===== config.mk =====
export PLATFORM = sky130hd
export DESIGN_NAME = xyp_scale
export DESIGN_NICKNAME = d
export VERILOG_FILES = /design/src/design/xyp_pkg.sv /design/src/design/xyp_scale.sv
export SDC_FILE = /design/constraint.sdc
export NUM_CORES = 1
export LEC_CHECK = 0
export CAP_MARGIN = 25
export CORE_AREA = 4 4 160 100
export DETAILED_ROUTE_END_ITERATION = 8
export DIE_AREA = 0 0 164 104
export DONT_BUFFER_PORTS = 1
export PLACE_DENSITY_LB_ADDON = 0.3
export SLEW_MARGIN = 40
export SYNTH_ARGS = -nofsm -noshare
export SYNTH_HDL_FRONTEND = slang
export SYNTH_SLANG_ARGS = --single-unit
export TNS_END_PERCENT = 100

===== constraint.sdc =====
create_clock -name vclk -period 18.5
set_input_delay 3.7 -clock vclk [all_inputs]
set_output_delay 3.7 -clock vclk [all_outputs]
set_load 0.02 [all_outputs]

===== src/design/xyp_pkg.sv =====
// Shared constants and register codes for the XY plotter trace capture block.
package xyp_pkg;

  // Register file
  localparam int unsigned CfgW      = 11;
  localparam int unsigned PaddrW    = 3;
  localparam int unsigned PdataW    = 32;
  localparam logic        CfgPoints = 1'b0;
  localparam logic        CfgHeight = 1'b1;
  localparam logic [CfgW-1:0] PointsReset = 11'd1024;
  localparam logic [CfgW-1:0] HeightReset = 11'd1024;

  // Vertical scaling
  localparam int unsigned HeightW     = 11;
  localparam int unsigned HalfW       = HeightW - 1;
  localparam logic [HeightW-1:0] HeightLimit = 11'd1024;

  // Stored words
  localparam int unsigned TraceW  = 12;
  localparam int unsigned OffsetW = 11;

  // Calibration request and pass count
  localparam int unsigned CalibW = 4;

  // Bins below this value mark a return to the start of the sweep
  localparam int unsigned LowBinLimit = 5;

endpackage


===== src/design/xyp_scale.sv =====
// Scaling of one sample triple onto a horizontal bin, a display height and a pen state.
module xyp_scale #(
  parameter int unsigned MAX_POINTS  = 1024,
  parameter int unsigned SAMPLE_BITS = 12
) (
  input  logic [xyp_pkg::CfgW-1:0]    points_i,
  input  logic [xyp_pkg::CfgW-1:0]    height_i,
  input  logic [SAMPLE_BITS-1:0]      sample_x_i,
  input  logic [SAMPLE_BITS-1:0]      sample_y_i,
  input  logic [SAMPLE_BITS-1:0]      sample_pen_i,
  output logic [$clog2(MAX_POINTS)-1:0] bin_o,
  output logic [xyp_pkg::HeightW-1:0] y_o,
  output logic [xyp_pkg::HalfW-1:0]   half_o,
  output logic                        pen_down_o
);

  localparam int unsigned BinW = $clog2(MAX_POINTS);
  localparam int unsigned PW   = BinW + 1;
  localparam int unsigned CmpW = (PW > xyp_pkg::CfgW) ? PW : xyp_pkg::CfgW;
  localparam int unsigned XpW  = SAMPLE_BITS + PW;
  localparam int unsigned YpW  = SAMPLE_BITS + xyp_pkg::HeightW;

  logic [CmpW-1:0]              pts_ext;
  logic [PW-1:0]                p_eff;
  logic [PW-1:0]                p_last;
  logic [XpW-1:0]               x_prod;
  logic [PW-1:0]                bin_raw;
  logic [xyp_pkg::HeightW-1:0]  h_eff;
  logic [YpW-1:0]               y_prod;
  logic [xyp_pkg::HeightW-1:0]  y_raw;
  logic [xyp_pkg::HeightW-1:0]  y_sat;

  // Saturate the point count to the store depth, zero acts as one
  always_comb begin
    pts_ext = CmpW'(points_i);
    if (pts_ext > CmpW'(MAX_POINTS)) begin
      p_eff = PW'(MAX_POINTS);
    end else if (pts_ext == '0) begin
      p_eff = PW'(1);
    end else begin
      p_eff = pts_ext[PW-1:0];
    end
    p_last = p_eff - PW'(1);
  end

  // Scale x onto the bins and hold it below the point count
  always_comb begin
    x_prod  = XpW'(sample_x_i) * XpW'(p_eff);
    bin_raw = x_prod[XpW-1:SAMPLE_BITS];
    if (bin_raw > p_last) begin
      bin_o = p_last[BinW-1:0];
    end else begin
      bin_o = bin_raw[BinW-1:0];
    end
  end

  // Scale y to the display height and invert
  always_comb begin
    h_eff  = (height_i > xyp_pkg::HeightLimit) ? xyp_pkg::HeightLimit : height_i;
    y_prod = YpW'(h_eff) * YpW'(sample_y_i);
    y_raw  = y_prod[YpW-1:SAMPLE_BITS];
    y_sat  = (y_raw > h_eff) ? h_eff : y_raw;
    y_o    = h_eff - y_sat;
    half_o = h_eff[xyp_pkg::HeightW-1:1];
  end

  // Pen is down at or below mid-scale
  assign pen_down_o = (sample_pen_i <= {1'b1, {(SAMPLE_BITS-1){1'b0}}});

endmodule


After elaboration in Yosys (flattened, before gate mapping). Cells that the tools add are included.

Output and inout bits: 32. Bits in registers: 0. Word-level logic and storage cells: 15. Input bits: 58.

Add/sub/neg operators: 2. Mux-type cells: 5. $lt $le $gt $ge: 5. Reductions and logical operators: 1. Multipliers: 2.

Operators with widths (number): 2-to-1 mux 11 bit (4); multiplier 11 x 12 -> 23 bit (1); multiplier 12 x 11 -> 23 bit (1); > comparator 11 bit (2); > comparator 11 bit (second input constant) (2); <= comparator 12 bit (second input constant) (1); logical NOT 11 bit (1); subtractor 11 x 1 -> 11 bit (second input constant) (1); subtractor 11 bit (1); 2-to-1 mux 10 bit (1).

Longest topological paths before layout.
Depth after elaboration: 6. Mapped depth: 43. Depth with buffers taken out: 40.

Worst setup path after synthesis. Ideal clock, no wire load.

Path type: input to output. From: in height_i[10] in the netlist's numbering. To: out y_o[9] in the netlist's numbering. Data arrival time: 12.190 ns. Setup slack: 2.610 ns. Stages: 37. Path buffers: 3. Data required time: 14.800 ns. Cells stage by stage: clkbuf_1 nor2b_1 clkbuf_1 nand2_1 fa_1 fa_1 fa_1 inv_1 fa_1 inv_1 fa_1 inv_1 ha_1 a21oi_1 o21ai_0 a31o_2 nor2_1 a21o_1 o21ai_0 xor2_1 ha_1 a21o_1 a21o_1 a221o_1 o31a_1 clkbuf_1 o21ai_0 ha_1 nor2b_1 o21ai_0 a21boi_0 o21ai_0 a21boi_0 o21ai_0 a21boi_0 or4b_2 nand3_1.

Word-level cells in the longest chain between the ends: 6.

Ends and longest elaborated chain: start, declared (RTL line xyp_scale.sv:7) `input logic [xyp_pkg::CfgW-1:0] height_i,`; > comparator 11 bit * (RTL line xyp_scale.sv:59) `h_eff = (height_i > xyp_pkg::HeightLimit) ? xyp_pkg::HeightLimit : height_i;`; 2-to-1 mux 11 bit * (RTL line xyp_scale.sv:59); named net half_o (one bit) (RTL line xyp_scale.sv:13) `output logic [xyp_pkg::HalfW-1:0] half_o,`; multiplier 11 x 12 -> 23 bit (RTL line xyp_scale.sv:60) `y_prod = YpW'(h_eff) * YpW'(sample_y_i);`; > comparator 11 bit (RTL line xyp_scale.sv:62) `y_sat = (y_raw > h_eff) ? h_eff : y_raw;`; 2-to-1 mux 11 bit (RTL line xyp_scale.sv:62); subtractor 11 bit * (RTL line xyp_scale.sv:63) `y_o = h_eff - y_sat;`; end, declared (RTL line xyp_scale.sv:12) `output logic [xyp_pkg::HeightW-1:0] y_o,`.

The timed path passes the listed nets; every way through them passes the cells marked *.

Worst setup path after layout.
From: in height_i[5] in the netlist's numbering. To: out y_o[9] in the netlist's numbering.

Word-level cells in the longest chain between the ends: 6.

Ends and longest elaborated chain (RTL line): > comparator 11 bit (xyp_scale.sv:59); 2-to-1 mux 11 bit * (xyp_scale.sv:59); multiplier 11 x 12 -> 23 bit (xyp_scale.sv:60); > comparator 11 bit (xyp_scale.sv:62); 2-to-1 mux 11 bit (xyp_scale.sv:62); subtractor 11 bit * (xyp_scale.sv:63).

Every way passes the cells marked *; elsewhere a longest branch is shown, timed or not.

==> metrics.txt <==
Ant. Diodes=0; Area Growth Syn to Fin=2.17%; ratio of final minimum period to clock period=91.4%; post-synthesis mux area share=1.06%; Die Area=0.0171 mm²; Synth top area share=~37%; Critical Path Fanout Max=11; Rel. slew slack=47.5%; max_cap viols=0; Setup violations, final=0; slowest CP cell=or4b_2; CP startpoint kind=input port; peak supply drop=92.5 µV; largest net degree at the start of global routing=27; fill cell count=1249; Final Hold Vio Count=0; total routed wirelength=22000 µm; Multi-input gate area=0.00840 mm²; outcome=finished clean; Setup TNS=0 ns; IO Pins=90; Yosys cell types=51; Die Span Y=approximately 100 µm; die width=164 µm; Leakage=5.23 nW; First-pass DRT Iterations=5; Starting DRT DRC Count=463; layout cell share with drive strength beyond 1=about 2.7%; setup slack at placement=1.46 ns; Final Non-Filler Cells=approximately 1300; via count=about 7400; drt via density=~5.5; Synth area leader=fa_1; minimum clock period=between 15 and 20 ns; RSZ-0062 raised after global routing=no; Core ar.=0.0144 mm²; Achievable Freq=0.0592 GHz; number of global-route vias before repair=~8000; cell count after placement=1331; Net Count, Synth=1550; Setup Fix Bufs, Post-CTS=0; first-pass GRT wire length=38700 µm; Syn Area/Cell=approximately 8 µm²; largest family of logic cells by synthesized area=adder cells; Routed Antenna Nets=0; CLK BUF=0; Compound-Gate Fraction of Synth Area=7.05%; Final Worst Setup Slack=1.59 ns; gr ovfl total=0; most frequent cells in the layout=260 x inv_1, 177 x fa_1, 173 x nand2_1; CP max stage delay=0.62 ns; post-DP HPWL=18900 µm; Yosys warning count=0; initial antenna violation count=0; register area share after synthesis=0%; Area contributors post-synth=fa_1 37%, ha_1 20%, inv_1 10%, and2_1 7.3%, nand2_1 6.8%; Final Wtd Congestion=around 0.89; Bufs and invs on worst path=5; Reg area=0 µm²; post-synthesis adder-cell area fraction=56.6%; sequential cells=0; CP top delay family=compound AO/OA/AOI/OAI gates; pwr dens=92.4 mW/mm²; critical path type=input port to output pin; Tot GR Track Use=between 20 and 30%; final net count=1519; Synth Area in Simple Gates=around a fifth; Post-Synth XOR/XNOR Area=under 10%; Crit. End Element=output pin; DRC Markers=0; total power=902 µW; Syn Std Cell Area=0.00955 mm²; Slew @ Worst Pin=slightly below 0.8 ns; Cell Rows=34; Slew Limit Fails=0; IO buf count=0; Starting Density=66.4%; commonest non-fill, non-tap cell in the layout=inv_1; CP arrival=13.21 ns; post-CTS sizing=0; CP required=14.80 ns; WL per Instance=16.5 µm; Hold Buf Count CTS=0; final hold slack=7.41 ns; HP Class=input port to output pin; Mapped Cells=approximately 1200
==> metal layers <==
| metal | vias up | routed length (µm) | part of all wire [%] | track usage, % |
|---|---|---|---|---|
| li1 | 3478 | - | - | - |
| met1 | 3611 | 10300 | 47 | 42.6 |
| met3 | 16 | 1900 | 8.7 | 4.51 |
| met5 | - | 0 | 0 | 0 |
| met2 | 251 | 9510 | 43 | 40.9 |
| met4 | 0 | 203 | 0.92 | 3.17 |
==> final cells by class <==
cell class	instances	area share [%]
well taps	198	2.54
repair buffers	18	1.38
multi-input cells	855	86.1
inverters	260	10.0
==> power by group <==
group	switching [mW]	total (mW)	internal (mW)
logic	0.560	0.902	0.342
clock network	0	0	0
registers	0	0	0
total	0.560	0.902	0.342
==> logic make-up (layout without fill, tap and decap cells) <==
kind of cell    after synthesis  count (layout)
compound gates              100             100
mux                          10              10
fa+ha+maj                   326             326
xor+xnor                     36              36
buf+inv                     311             278
simple gates                383             383
==> path summary, 6_finish.rpt <==
| path | startpoint | end | cells past startpoint |
|---|---|---|---|
| max | height_i[5] | y_o[9] | 37 |
| min | height_i[10] | half_o[9] | 0 |
==> per-stage QoR <==
step	cell area, µm²	util [%]
final	9760	67.9
after global routing	9760	67.9
after CTS	9760	67.9
after detailed placement	9760	67.9
after global placement	9740	67.8
after floorplan	9550	-
==> synth_stat cells, drive strengths merged (2+ instances only) <==
cell	instances
buf	2
and2	111
ha	149
o31ai	3
fa	177
inv	260
xor2	11
or3	4
and3	2
a211oi	4
nor4	4
o21a	9
nand2b	2
nor2b	30
clkbuf	49
mux2i	9
a21o	12
o21bai	4
a21boi	4
nor3	7
nor2	28
o21ai	20
a21oi	29
nand3	9
o41ai	2
o31a	2
xnor2	25
nand4	6
nand2	174
No activity file was read; power rests on OpenSTA's default activity.
